==> src/vrt_pkg.sv <==
// Shared types, constants and codes for the voxel ray traversal block.
package vrt_pkg;

    localparam int COORD_INT_BITS = 16;
    localparam int CW = COORD_INT_BITS;

    localparam logic [31:0] T_MAX_VAL = 32'hFFFF_FFFF;
    localparam logic [31:0] REACH_RST = 32'd524288;

    localparam logic [1:0] KIND_QUERY = 2'd0;
    localparam logic [1:0] KIND_HIT   = 2'd1;
    localparam logic [1:0] KIND_MISS  = 2'd2;

    localparam logic FUNC_START  = 1'b0;
    localparam logic FUNC_ANSWER = 1'b1;

    // Divider request and response between the sequencer and the divider.
    typedef struct packed {
        logic        start;
        logic [45:0] num;
        logic [15:0] den;
    } t_div_req;

    typedef struct packed {
        logic        done;
        logic [31:0] quot;
    } t_div_rsp;

endpackage

==> src/vrt_div.sv <==
// Radix-2 restoring divider, one quotient bit per cycle, saturated to 32 bits.
module vrt_div
    import vrt_pkg::*;
(
    input  logic     i_clk,
    input  logic     i_rst_n,
    input  t_div_req i_req,
    output t_div_rsp o_rsp
);

    logic [45:0] r_q, n_q;
    logic [16:0] r_rem, n_rem;
    logic [15:0] r_den;
    logic [5:0]  r_cnt, n_cnt;
    logic        r_busy, n_busy, r_done, n_done;
    logic [16:0] w_trial;
    logic [16:0] w_sub;

    always_comb begin
        n_q    = r_q;
        n_rem  = r_rem;
        n_cnt  = r_cnt;
        n_busy = r_busy;
        n_done = 1'b0;
        w_trial = {r_rem[15:0], r_q[45]};
        w_sub   = w_trial - {1'b0, r_den};
        if (i_req.start) begin
            n_q    = i_req.num;
            n_rem  = '0;
            n_cnt  = 6'd46;
            n_busy = 1'b1;
        end else if (r_busy) begin
            if (w_trial >= {1'b0, r_den}) begin
                n_rem = w_sub;
                n_q   = {r_q[44:0], 1'b1};
            end else begin
                n_rem = w_trial;
                n_q   = {r_q[44:0], 1'b0};
            end
            n_cnt = r_cnt - 6'd1;
            if (r_cnt == 6'd1) begin
                n_busy = 1'b0;
                n_done = 1'b1;
            end
        end
    end

    always_ff @(posedge i_clk) begin
        if (!i_rst_n) begin
            r_busy <= 1'b0;
            r_done <= 1'b0;
            r_cnt  <= '0;
        end else begin
            r_busy <= n_busy;
            r_done <= n_done;
            r_cnt  <= n_cnt;
        end
        r_q   <= n_q;
        r_rem <= n_rem;
        if (i_req.start) begin
            r_den <= i_req.den;
        end
    end

    assign o_rsp.done = r_done;
    assign o_rsp.quot = (r_q[45:32] != '0) ? T_MAX_VAL : r_q[31:0];

endmodule

==> src/voxel_ray_traversal.sv <==
// Top level: ray setup sequencer around a shared serial divider, and the DDA stepper.
// A start item runs two divisions per nonzero direction axis plus a pass through ST_SETUP
// per axis; its query or miss is then loaded into the output register from ST_EMIT.
// An answer's result is loaded into the output register from ST_OUT, after ST_STEP on a step;
// the input takes one item at a time, only in ST_IDLE, and a full output register holds it back.
// Reset (synchronous, active low) drops any ray and sets max_reach to 8.0.
module voxel_ray_traversal
    import vrt_pkg::*;
(
    input  logic         i_clk,
    input  logic         i_rst_n,
    input  logic         i_cfg_we,
    input  logic [31:0]  i_cfg_wdata,
    input  logic         s_axis_tvalid,
    output logic         s_axis_tready,
    // tdata: origin_x, origin_y, origin_z, dir_x, dir_y, dir_z (bits 0..143)
    input  logic [191:0] s_axis_tdata,
    // tuser: func (bit 0), solid (bit 1)
    input  logic [1:0]   s_axis_tuser,
    output logic         m_axis_tvalid,
    input  logic         m_axis_tready,
    // tdata: voxel_x, voxel_y, voxel_z, normal_x, normal_y, normal_z,
    //        hit_distance (bits 0..85), zero fill to 88
    output logic [87:0]  m_axis_tdata,
    // tuser: kind
    output logic [1:0]   m_axis_tuser
);

    localparam logic [2:0] ST_IDLE  = 3'd0;
    localparam logic [2:0] ST_SETUP = 3'd1;
    localparam logic [2:0] ST_DIV   = 3'd2;
    localparam logic [2:0] ST_WAIT  = 3'd3;
    localparam logic [2:0] ST_EMIT  = 3'd4;
    localparam logic [2:0] ST_STEP  = 3'd5;
    localparam logic [2:0] ST_OUT   = 3'd6;

    logic [2:0]  r_st, n_st;
    logic [31:0] r_reach;
    logic        r_active;
    logic [CW-1:0] r_cell [3];
    logic [1:0]  r_step [3];
    logic [31:0] r_tn [3];
    logic [31:0] r_td [3];
    logic [31:0] r_trav;
    logic [1:0]  r_norm [3];
    logic [15:0] r_frac [3];
    logic [15:0] r_mag [3];
    logic [1:0]  r_ax;
    logic        r_sub;     // 0: t_delta division, 1: t_next division
    logic [1:0]  r_sel;
    logic        r_hit;

    logic        r_ovalid;
    logic [1:0]  r_okind;
    logic [87:0] r_odata;

    t_div_req w_req;
    t_div_rsp w_rsp;

    vrt_div u_div (.i_clk(i_clk), .i_rst_n(i_rst_n), .i_req(w_req), .o_rsp(w_rsp));

    logic w_acc;
    logic w_start;
    logic w_oslot;
    logic w_oload;
    logic [15:0] w_dir [3];
    logic [31:0] w_org [3];
    logic [16:0] w_num;
    logic [32:0] w_sum;
    logic [CW-1:0] w_cell;

    assign s_axis_tready = (r_st == ST_IDLE);
    assign w_acc   = s_axis_tvalid && s_axis_tready;
    assign w_start = s_axis_tuser[0] == FUNC_START;
    // The output register can take a new result when it is empty or draining.
    assign w_oslot = !r_ovalid || m_axis_tready;
    assign w_oload = ((r_st == ST_EMIT) || (r_st == ST_OUT)) && w_oslot;

    always_comb begin
        for (int a = 0; a < 3; a++) begin
            w_org[a] = s_axis_tdata[32*a +: 32];
            w_dir[a] = s_axis_tdata[96 + 16*a +: 16];
        end
    end

    // Divider numerator: 2^30 for t_delta, remaining fraction << 14 for t_next.
    always_comb begin
        w_num = r_step[r_ax] == 2'b11 ? {1'b0, r_frac[r_ax]}
                                      : 17'h10000 - {1'b0, r_frac[r_ax]};
        w_req.start = (r_st == ST_DIV);
        w_req.den   = r_mag[r_ax];
        w_req.num   = r_sub ? {15'd0, w_num, 14'd0} : 46'(64'd1 << 30);
    end

    assign w_sum  = {1'b0, r_tn[r_sel]} + {1'b0, r_td[r_sel]};
    assign w_cell = r_cell[r_sel] + {{(CW-2){r_step[r_sel][1]}}, r_step[r_sel]};

    function automatic logic [15:0] cell_out(input logic [CW-1:0] c);
        logic [31:0] v;
        v = 32'(signed'(c));
        return v[15:0];
    endfunction

    function automatic logic [CW-1:0] org_cell(input logic [31:0] o);
        logic [31:0] v;
        v = 32'(signed'(o[31:16]));
        return v[CW-1:0];
    endfunction

    always_comb begin
        n_st = r_st;
        case (r_st)
            ST_IDLE: begin
                if (w_acc && w_start) begin
                    n_st = ST_SETUP;
                end else if (w_acc && r_active) begin
                    n_st = s_axis_tuser[1] ? ST_OUT : ST_STEP;
                end
            end
            ST_SETUP: begin
                if (r_ax == 2'd3) begin
                    n_st = ST_EMIT;
                end else if (r_step[r_ax] != 2'b00) begin
                    n_st = ST_DIV;
                end
            end
            ST_DIV:  n_st = ST_WAIT;
            ST_WAIT: begin
                if (w_rsp.done) begin
                    n_st = r_sub ? ST_SETUP : ST_DIV;
                end
            end
            ST_EMIT: begin
                if (w_oslot) begin
                    n_st = ST_IDLE;
                end
            end
            ST_STEP: n_st = ST_OUT;
            ST_OUT: begin
                if (w_oslot) begin
                    n_st = ST_IDLE;
                end
            end
            default: n_st = ST_IDLE;
        endcase
    end

    always_ff @(posedge i_clk) begin
        if (!i_rst_n) begin
            r_st     <= ST_IDLE;
            r_reach  <= REACH_RST;
            r_active <= 1'b0;
            r_ovalid <= 1'b0;
        end else begin
            if (i_cfg_we) begin
                r_reach <= i_cfg_wdata;
            end
            if (w_oload) begin
                r_ovalid <= 1'b1;
            end else if (m_axis_tready) begin
                r_ovalid <= 1'b0;
            end
            r_st <= n_st;
            case (r_st)
                ST_IDLE: begin
                    if (w_acc && w_start) begin
                        r_ax  <= 2'd0;
                        r_sub <= 1'b0;
                        r_trav <= '0;
                        for (int a = 0; a < 3; a++) begin
                            r_cell[a] <= org_cell(w_org[a]);
                            r_frac[a] <= w_org[a][15:0];
                            r_mag[a]  <= w_dir[a][15] ? 16'(17'h10000 - {1'b0, w_dir[a]})
                                                      : w_dir[a];
                            r_step[a] <= (w_dir[a] == '0) ? 2'b00
                                       : (w_dir[a][15] ? 2'b11 : 2'b01);
                            r_tn[a]   <= T_MAX_VAL;
                            r_td[a]   <= T_MAX_VAL;
                            r_norm[a] <= 2'b00;
                        end
                        r_active <= 1'b0;
                    end else if (w_acc && r_active) begin
                        r_hit <= s_axis_tuser[1];
                        if (r_tn[0] < r_tn[1]) begin
                            r_sel <= (r_tn[0] < r_tn[2]) ? 2'd0 : 2'd2;
                        end else begin
                            r_sel <= (r_tn[1] < r_tn[2]) ? 2'd1 : 2'd2;
                        end
                    end
                end
                ST_SETUP: begin
                    // Zero-direction axes keep their saturated values and are skipped.
                    if (r_ax != 2'd3 && r_step[r_ax] == 2'b00) begin
                        r_ax <= r_ax + 2'd1;
                    end
                end
                ST_WAIT: begin
                    if (w_rsp.done) begin
                        if (r_sub) begin
                            r_tn[r_ax] <= w_rsp.quot;
                            r_sub      <= 1'b0;
                            r_ax       <= r_ax + 2'd1;
                        end else begin
                            r_td[r_ax] <= w_rsp.quot;
                            r_sub      <= 1'b1;
                        end
                    end
                end
                ST_EMIT: begin
                    if (w_oslot) begin
                        if (r_reach != '0) begin
                            r_active <= 1'b1;
                            r_okind  <= KIND_QUERY;
                            r_odata  <= {40'd0, cell_out(r_cell[2]), cell_out(r_cell[1]),
                                         cell_out(r_cell[0])};
                        end else begin
                            r_okind <= KIND_MISS;
                            r_odata <= '0;
                        end
                    end
                end
                ST_STEP: begin
                    r_cell[r_sel] <= w_cell;
                    r_trav        <= r_tn[r_sel];
                    r_tn[r_sel]   <= w_sum[32] ? T_MAX_VAL : w_sum[31:0];
                    for (int b = 0; b < 3; b++) begin
                        r_norm[b] <= (2'(b) == r_sel) ? 2'(-r_step[r_sel]) : 2'b00;
                    end
                end
                ST_OUT: begin
                    if (w_oslot) begin
                        if (r_hit) begin
                            r_active <= 1'b0;
                            r_okind  <= KIND_HIT;
                            r_odata  <= {2'd0, r_trav, r_norm[2], r_norm[1], r_norm[0],
                                         cell_out(r_cell[2]), cell_out(r_cell[1]),
                                         cell_out(r_cell[0])};
                        end else if (r_trav < r_reach) begin
                            r_okind <= KIND_QUERY;
                            r_odata <= {40'd0, cell_out(r_cell[2]), cell_out(r_cell[1]),
                                        cell_out(r_cell[0])};
                        end else begin
                            r_active <= 1'b0;
                            r_okind  <= KIND_MISS;
                            r_odata  <= '0;
                        end
                    end
                end
                default: ;
            endcase
        end
    end

    assign m_axis_tvalid = r_ovalid;
    assign m_axis_tdata  = r_odata;
    assign m_axis_tuser  = r_okind;

endmodule
==> config.mk <==
export PLATFORM = sky130hd
export DESIGN_NAME = voxel_ray_traversal
export DESIGN_NICKNAME = d
export VERILOG_FILES = /design/src/vrt_pkg.sv /design/src/vrt_div.sv /design/src/voxel_ray_traversal.sv
export SDC_FILE = /design/constraint.sdc
export NUM_CORES = 1
export LEC_CHECK = 0
export BUFFER_PORTS_ARGS = -buffer_cell sky130_fd_sc_hd__buf_2
export CAP_MARGIN = 10
export CORE_MARGIN = 2
export CORE_UTILIZATION = 35
export DETAILED_ROUTE_END_ITERATION = 8
export PLACE_DENSITY_LB_ADDON = 0.08
export SLEW_MARGIN = 15
export SYNTH_ARGS = -nofsm -noshare
export SYNTH_HDL_FRONTEND = slang
export SYNTH_SLANG_ARGS = --single-unit
==> constraint.sdc <==
create_clock -name i_clk -period 5.5 [get_ports i_clk]
set_input_delay 0.275 -clock i_clk [delete_from_list [all_inputs] [get_ports i_clk]]
set_output_delay 0.275 -clock i_clk [all_outputs]
set_load 0.05 [all_outputs]
==> key figures, run 1 <==
Critical path
  – Setup crit end kind: register
  – R2R cell count: 13
  – R2r endpoint: r_tn[0][27]
  – CP Capture Point: r_tn[0][27]
  – Reg2Reg Setup Slack: between 800 and 900 ps
  – CP max FO: 42
  – Startpoint class of the critical path: register
  – Worst EP required: 5840 ps
  – Crit Path Class: reg -> reg
  – Crit path arrival time: 4990 ps

Power
  – Clk pwr share: 33.2%
  – Sw Share: 31.1%
  – Net Switching: 0.00488 W
  – Total power: 0.0157 W
  – Sequential power share: between 40% and 50%
  – Logic pwr share: 22.7%
  – Peak VDD IR: 0.197 mV
  – Leakage: roughly 15 nW
  – Pint: 0.0108 W
  – Power per cell area: 374 nW/um2

Timing
  – Final setup vio count: 0
  – Hold WS: ~41 ps
  – Skew final: 22.0 ps
  – Worst slew pin tran: 1170 ps
  – Final Max Tran Viols: 0
  – Slew Limit Headroom: 21.9%
  – Tcrit/Tclk final: 84.5%
  – Setup TNS: 0 ps
  – Fmax: 215 MHz
  – RSZ-0062 raised after global routing: false
  – Final count of hold timing violations: 0
  – Post-route minimum period: 4650 ps
  – Final WS setup: 852 ps

Synthesis
  – Largest family of logic cells by synthesized area: simple AND/OR/NAND/NOR gates
  – Synth Warn #: 0
  – Adder-Cell Fraction of Synth Area: about 7.2%
  – Xor/xnor share of the synthesized area: 2.64%
  – Mux contribution to synthesized area: 7.76%
  – Post-synthesis compound-gate area fraction: under 10%
  – Post-Syn Instances: around 2,900
  – Synth Area in Simple Gates: 13.0%
  – Number of synthesized flops with an enable pin: 616
  – Library cells used by synthesis: just under 90
  – Synth Cell Area: between 30,000 and 40,000 um2
  – Post-synthesis sequential area ratio: 56.8%
  – Synth Flop Type: edfxtp_1
  – Flops & latches, synth: 681
  – Synthesized area per cell: 11.9 um2
  – Post-synth ARST share: 0%

Floorplan
  – Num ports: between 300 and 400
  – Core Region: 98,600 um2
  – Die width: 319 um
  – # rows: between 100 and 150
  – Die Height: 319 um
  – Starting density of the core: a little over a third
  – Total Die Area: 102,000 um2

Route
  – Wire per inst: a little under 20 um
  – Vias: 23,500
  – DRC: 0
  – Remaining antenna violation count: 0
  – Via/cell ratio: 4.99
  – Initial drt markers: 1,391
  – TritonRoute pass-1 iters: 5
  – Routed WL: approximately 90,000 um

Finish
  – Most frequent cells in the layout: edfxtp_1 (616), nand2_1 (448), buf_2 (272), inv_1 (219), ha_1 (197)
  – Layout cell share with drive strength beyond 1: around 16%
  – Commonest non-fill, non-tap cell in the layout: edfxtp_1
  – Final nets: 3,795
  – P&R area growth vs syn: 20.4%

CTS
  – CTS Buf Count: 82
  – Skew-Pair Late Insertion Delay: 640 ps
  – Post-CTS Setup Repair Bufs: 0
  – CTS Buffer Depth: 3
  – H-tree levels: 3
  – Sink Count: 681
  – Worst-path clk slew: 60 ps
  – CTS tree: done
  – CTS root buffer: clkbuf_16

Global routing
  – Initial antenna violation count: 1
  – First-pass GRT wire length: 142,000 um
  – Grt ovf: 0
  – Largest net degree at the start of global routing: 89
  – Total track usage: 18.0%
  – Number of global-route vias before repair: 24,200

Place
  – IO Port Bufs: 272
  – Place WS: about 860 ps
  – Routability cong.: 0.909
  – Dpl hpwl: between 60,000 and 70,000 um

Min path
  – Hold/Removal Path Class: in -> reg
  – Min-delay src: s_axis_tdata[120]

Status
  – Status: finished, final reports clean

Run
  – Max-Cap Viols: 0
## Yosys cell counts (4+ instances only)
master	n	share of area, %
buf_1	11	0.12
mux4_2	80	5.2
ha_1	197	7.1
buf_2	13	0.19
o31ai_1	15	0.32
clkbuf_1	88	0.95
nand2b_1	21	0.38
and3_1	13	0.23
nor3_1	36	0.52
inv_1	220	2.4
a211oi_1	15	0.32
nand3_1	30	0.43
a21o_1	62	1.3
or3_1	12	0.22
a21boi_0	12	0.26
a31oi_1	23	0.41
nor2b_1	44	0.79
nand2_1	449	4.8
o21a_1	9	0.19
xor2_1	32	0.80
nand4_1	30	0.54
o22ai_1	29	0.52
or2_2	6	0.11
o21ai_0	118	1.7
mux2_2	11	0.36
o211ai_1	9	0.19
and2_1	153	2.7
dfxtp_1	65	3.7
edfxtp_1	616	53
a21oi_1	113	1.6
xnor2_1	73	1.8
o41ai_1	7	0.18
nor4_1	19	0.34
nor2_1	126	1.4
o21bai_1	7	0.15
mux2i_1	76	2.2
and4_1	4	0.10
## worst min-delay path by stage
stage | endpoint | slack (ps) | depth (start not counted)
global placement | r_frac[0][2] | 450 | 1
CTS | r_mag[2][1] | 3 | 3
floorplan | r_frac[0][0] | 370 | 0
global route | r_mag[1][8] | 30 | 2
finish | r_mag[1][8] | 40 | 2
detailed placement | r_frac[0][3] | 450 | 1
## flip-flops by register name (all words and copies together), names as in the netlist, 16 cells and up, named ones only
name	count
u_div.r_rem	16
m_axis_tdata	86
r_cell	64
r_reach	32
u_div.r_q	46
r_trav	32
u_div.r_den	16
r_mag	48
r_tn	128
r_frac	48
r_td	128
## metal layers
layer  vias to the layer above  share of wire, %  track usage (%)
met1                     11500                45             23.8
li1                      11500                 -                -
met4                         2               2.2             4.51
met3                       131               3.8             2.64
met5                         -             0.012                0
met2                       484                49             31.1
## logic make-up (layout without fill, tap and decap cells)
logic type | count (synthesis) | count (layout)
flops | 681 | 681
other cells | 1 | 4
compound gates | 466 | 466
buf+inv | 344 | 848
simple gates | 959 | 959
mux | 168 | 168
xor+xnor | 105 | 105
fa+ha+maj | 200 | 200
## worst max-delay path: stages (launching register included)
cell and delay (ps):
dfxtp_4 780, buf_12 320, mux4_2 380, ha_1 270
fa_1 420, a21oi_1 280, o211ai_1 200, nand2_1 200
a221oi_2 150, nor2_2 160, o21ai_1 150, a21bo_4 380
o22ai_1 500, nand2_1 120
## stage by stage
step	utilization [%]	instance area [um2]	cells
finish	42.5	41900	4718
global route	42.5	41900	4716
CTS	42.5	41900	4715
detailed placement	38.2	37600	4393
global placement	38.2	37600	4393
floorplan	-	34800	2925
## timing repair
item	4_1_cts	5_1_grt
endpoints found under the hold margin	176	0
hold buffers	173	0
gates resized for setup	0	0
## final cells by class
| class | instances | area, um2 |
|---|---|---|
| inverter | 220 | 828 |
| sequential | 681 | 19800 |
| clock buffer | 103 | 2180 |
| fill | 9267 | 56600 |
| multi-input combinational | 1900 | 13700 |
| timing repair buffer | 479 | 3420 |
| tap | 1287 | 1610 |
| antenna | 2 | 5.00 |
| clock inverter | 46 | 368 |
## power by group through the flow
| stage | registers (W) | clock network [W] | logic, W |
|---|---|---|---|
| 2_1_floorplan | 0.00709 | 0 | 0.00232 |
| 3_3_place_gp | 0.00703 | 0 | 0.00345 |
| 3_5_place_dp | 0.00704 | 0 | 0.00350 |
| 4_1_cts | 0.00694 | 0.00535 | 0.00360 |
| 5_1_grt | 0.00698 | 0.00555 | 0.00397 |
| 6_report | 0.00691 | 0.00521 | 0.00357 |
Note: power is estimated with default switching activity, not from simulation.
==> inputs of run 2 (changes only) <==
clock period = 4.8 ns   (was 5.5 ns; I/O delays follow)
==> key figures, run 2 (same netlist as run 1, synthesis figures left out) <==
Route
  – Vias: 23,700
  – TritonRoute pass-1 iters: 6
  – Initial drt markers: 1,355
  – Wire per inst: 19.7 um
  – Routed WL: 93,300 um
  – Via/cell ratio: about 5
  – DRC: 0
  – Remaining antenna violation count: 0

Critical path
  – CP bufs+invs: 2
  – Crit path arrival time: between 4000 and 5000 ps
  – Critical path's top delay family: compound AO/OA/AOI/OAI gates
  – Worst path cell trace: buf_12 > mux4_2 > ha_1 > nand3_1 > nor3_1 > nor4_2 > a221oi_2 > buf_4 > nor2_2 > o21ai_1 > a21bo_4 > o22ai_1 > nand2_1
  – Setup crit end kind: register
  – CP max FO: 30
  – Crit Path Class: reg -> reg
  – Crit-path max cell delay: 610 ps
  – Worst EP required: 5310 ps
  – Startpoint class of the critical path: register
  – CP max-delay cell: mux4_2

Min path
  – Hold/Removal Path Class: in -> reg

Global routing
  – First-pass GRT wire length: 142,000 um
  – Number of global-route vias before repair: 24,500
  – Grt ovf: 0
  – Largest net degree at the start of global routing: 89
  – Initial antenna violation count: 3
  – Total track usage: 18.1%

Floorplan
  – # rows: between 100 and 150
  – Total Die Area: 102,000 um2
  – Core Region: 98,600 um2
  – Die width: approximately 320 um
  – Starting density of the core: around 35%
  – Num ports: ~320
  – Die Height: 319 um

CTS
  – Skew-Pair Late Insertion Delay: roughly 650 ps
  – CTS tree: done
  – H-tree levels: 3
  – CTS resizes: 0
  – CTS Buf Count: 80
  – CTS Buffer Depth: 3
  – Post-CTS Hold Buffers: 183
  – Worst-path clk slew: 60 ps
  – Post-CTS Setup Repair Bufs: 0
  – Sink Count: ~680
  – CTS root buffer: clkbuf_16

Timing
  – Final Max Tran Viols: 0
  – Setup TNS: 0 ps
  – Skew final: approximately 26 ps
  – Tcrit/Tclk final: slightly above 90%
  – Slew Limit Headroom: 31.5%
  – Post-route minimum period: around 4400 ps
  – Fmax: around 230 MHz
  – Final setup vio count: 0
  – Final count of hold timing violations: 0
  – RSZ-0062 raised after global routing: false
  – Worst slew pin tran: about 1000 ps

Power
  – Pint: 0.0122 W
  – Logic pwr share: 23.2%
  – Peak VDD IR: between 0.2 and 0.3 mV
  – Sw Share: 31.5%
  – Leakage: 15.1 nW
  – Net Switching: 0.00560 W
  – Power per cell area: 424 nW/um2
  – Clk pwr share: 32.5%
  – Sequential power share: between 40% and 50%

Finish
  – Register Area: ~20,000 um2
  – Multi-input logic area: ~14,000 um2
  – Most frequent cells in the layout: edfxtp_1 (616), nand2_1 (448), buf_2 (272), inv_1 (219), ha_1 (197)
  – Finished Cell Area: 42,000 um2
  – Fill count: 9,159
  – # diodes: 0
  – Commonest non-fill, non-tap cell in the layout: edfxtp_1
  – P&R area growth vs syn: 20.7%
  – Layout cell share with drive strength beyond 1: 16.4%
  – Final nets: 3,817
  – Util after Layout: between 40 and 50%

Place
  – IO Port Bufs: 272
  – Routability cong.: 0.891
  – Post-DP Area: 37,700 um2
  – Dpl hpwl: 66,500 um

Status
  – Status: finished, final reports clean

Run
  – Max-Cap Viols: 0
-- run 2: worst paths after layout --
kind / startpoint / to / slack (ps) / cells past startpoint
setup / recovery: register / r_tn[1][16] / 440 / 13
hold / removal: s_axis_tdata[113] / r_mag[1][3] / 60 / 3
setup reg to reg: register / r_tn[1][16] / 440 / 13
hold reg to reg: u_div.r_rem[5] / u_div.r_rem[6] / 490 / 2
-- run 2: layout make-up --
type                    instances  area share [%]
flip-flops and latches        681            47.1
multi-input cells            1900            32.6
repair buffers                503            8.55
clock buffers                 104            5.15
well taps                    1287            3.83
inverters                     220            1.97
clock inverters                43           0.747
-- run 2: per-layer routing --
layer  GRT usage (%)  share of wire (%)  vias to the layer above
met2            30.9                 48                      498
met3            2.61                3.8                      138
met4            4.91                2.2                        6
met1            24.0                 46                    11600
met5               0              0.040                        -
li1                -                  -                    11500
-- run 2: metrics by stage --
step / hold slack, ps / setup WS [ps] / cells / power, W
floorplan: 339 / 471 / 2925 / 0.0108
CTS: 9.17 / 435 / 4738 / 0.0181
global route: 55.0 / 207 / 4738 / 0.0188
global placement: 418 / 484 / 4408 / 0.0120
detailed placement: 418 / 472 / 4408 / 0.0121
finish: 55.3 / 439 / 4738 / 0.0178
-- run 2: power by group through the flow --
| stage | Combinational (W) | Clock [W] | Sequential (W) |
|---|---|---|---|
| after detailed placement | 0.00406 | 0 | 0.00803 |
| final | 0.00412 | 0.00579 | 0.00788 |
| after floorplan | 0.00266 | 0 | 0.00813 |
| after CTS | 0.00419 | 0.00595 | 0.00791 |
| after global placement | 0.00400 | 0 | 0.00801 |
| after global routing | 0.00461 | 0.00618 | 0.00797 |
-- run 2: worst register-to-register path: stages (launching register included) --
cell and delay, ps:
dfxtp_4 540, buf_12 270, mux4_2 650, ha_1 400
nand3_1 130, nor3_1 420, nor4_2 110, a221oi_2 290
buf_4 180, nor2_2 50, o21ai_1 290, a21bo_4 440
o22ai_1 320, nand2_1 130
==> inputs of run 3 (changes only) <==
PLACE_DENSITY = 0.58   (was default)
PLACE_DENSITY_LB_ADDON = default   (was 0.08)
==> key figures, run 3 (same netlist as run 1, synthesis figures left out) <==
Finish
  – Finished Cell Area: ~42,000 um2
  – Util after Layout: 42.6%
  – Final nets: around 3,800
  – Commonest non-fill, non-tap cell in the layout: edfxtp_1
  – Most frequent cells in the layout: edfxtp_1 (616), nand2_1 (447), buf_2 (272), inv_1 (219), ha_1 (197)
  – Register Area: between 15,000 and 20,000 um2
  – Layout cell share with drive strength beyond 1: 16.9%
  – P&R area growth vs syn: 20.7%
  – Multi-input logic area: 13,700 um2
  – Fill count: 9,067

Global routing
  – Most Crowded Layer GR: met2
  – Initial antenna violation count: 6
  – Total track usage: 17.2%
  – Met1 global-route usage: 22.2%
  – Largest net degree at the start of global routing: 68
  – First-pass GRT wire length: 136,000 um
  – Routing usage on met3: between 2 and 3%
  – Met2 global-route usage: 29.6%
  – Number of global-route vias before repair: ~24,000
  – Grt ovf: 0

Run
  – Max-Cap Viols: 0

CTS
  – Sink Count: 681
  – CTS Buf Count: 77
  – Worst-path clk slew: 60 ps
  – Post-CTS Setup Repair Bufs: 0
  – Post-CTS Hold Buffers: 173
  – CTS tree: done
  – Skew-Pair Late Insertion Delay: about 650 ps
  – CTS Buffer Depth: 3
  – H-tree levels: 3
  – CTS root buffer: clkbuf_16
  – CTS resizes: 0

Critical path
  – R2r endpoint: r_tn[0][16]
  – Crit Path Class: reg -> reg
  – R2R cell count: 14
  – Reg2Reg Setup Slack: 410 ps
  – Setup crit end kind: register
  – Crit path arrival time: 4730 ps
  – CP max FO: 30
  – Worst EP required: 5140 ps
  – Startpoint class of the critical path: register

Floorplan
  – Total Die Area: just over 100,000 um2
  – # rows: roughly 120
  – Starting density of the core: 35.3%
  – Die Height: 319 um
  – Die width: between 300 and 400 um
  – Num ports: roughly 320
  – Core Region: around 99,000 um2

Timing
  – Post-route minimum period: roughly 4400 ps
  – Final Max Tran Viols: 0
  – Worst slew pin tran: approximately 1100 ps
  – Skew final: 32.1 ps
  – Slew Limit Headroom: 26.0%
  – Tcrit/Tclk final: 91.4%
  – Final setup vio count: 0
  – Fmax: 228 MHz
  – Final count of hold timing violations: 0
  – RSZ-0062 raised after global routing: false
  – Setup TNS: 0 ps

Power
  – Peak VDD IR: 0.232 mV
  – Leakage: 15.2 nW
  – Power per cell area: 426 nW/um2

Min path
  – Min-delay src: s_axis_tdata[140]
  – Hold/Removal Path Class: in -> reg
  – Hold-critical path endpoint: r_mag[2][12]
  – Hold depth: 2

Route
  – Initial drt markers: 1,864
  – Remaining antenna violation count: 0
  – Via/cell ratio: a little under 5
  – Wire per inst: 18.7 um
  – Routed WL: 88,500 um
  – Vias: 23,500
  – DRC: 0
  – TritonRoute pass-1 iters: 5

Place
  – IO Port Bufs: around 270
  – Post-DP Area: 37,800 um2
  – Routability cong.: 0.885
  – Dpl hpwl: between 60,000 and 70,000 um

Status
  – Status: finished, final reports clean
-- run 3: changes by cell type in the layout (fill, tap and decap cells not counted), sizes merged --
cell         previous run  this run
clkbuf                104       102
buf                   320       333
dlygate4sd3           183       173
clkinv                 32        25
bufinv                  2         5
clkinvlp                5         1
inv                   224       228
diode                   0         1
-- run 3: worst max-delay path by stage --
stage,endpoint
6_report,r_tn[0][16]
4_1_cts,r_tn[0][16]
2_1_floorplan,r_tn[0][23]
3_5_place_dp,r_tn[0][7]
3_3_place_gp,r_tn[0][7]
5_1_grt,r_tn[0][24]
-- run 3: where the power goes --
part	total (W)	internal, W	switching [W]	leakage (nW)
clock	0.00588	0.00340	0.00247	1.23
combinational	0.00415	0.00145	0.00270	8.58
sequential	0.00786	0.00745	0.000404	5.34
-- run 3: final cells by class --
cell class	instances	area share (%)
Antenna cell	1	0.00595
Clock buffer	102	5.03
Clock inverter	39	0.932
Inverter	220	1.97
Multi-Input combinational cell	1900	32.6
Sequential cell	681	47.1
Tap cell	1287	3.83
Timing Repair Buffer	506	8.51
-- run 3: layer usage --
metal	routed length (um)	vias up	part of all wire, %
met5	24	-	0.027
met4	2460	4	2.8
met3	4500	129	5.1
met2	43200	584	49
met1	38300	11200	43
li1	-	11500	-
-- run 3: critical path, cell delays in order (launching register included) --
cell	delay, ps
dfxtp_4	480
buf_12	200
mux4_2	540
ha_1	260
fa_1	400
a21oi_1	260
o211ai_1	200
nand2_1	200
a221oi_2	90
buf_4	170
nor2_2	120
o21ai_1	160
a21bo_4	390
o22ai_1	450
nand2_1	120
-- run 3: through the flow --
step / std cells / total power, W / setup slack [ps] / hold WS, ps
finish: 4736 / 0.0179 / 412 / 43.3
global route: 4736 / 0.0187 / 182 / 28.9
CTS: 4735 / 0.0181 / 451 / 1.93
detailed placement: 4421 / 0.0121 / 443 / 418
global placement: 4421 / 0.0120 / 524 / 416
floorplan: 2925 / 0.0108 / 471 / 339
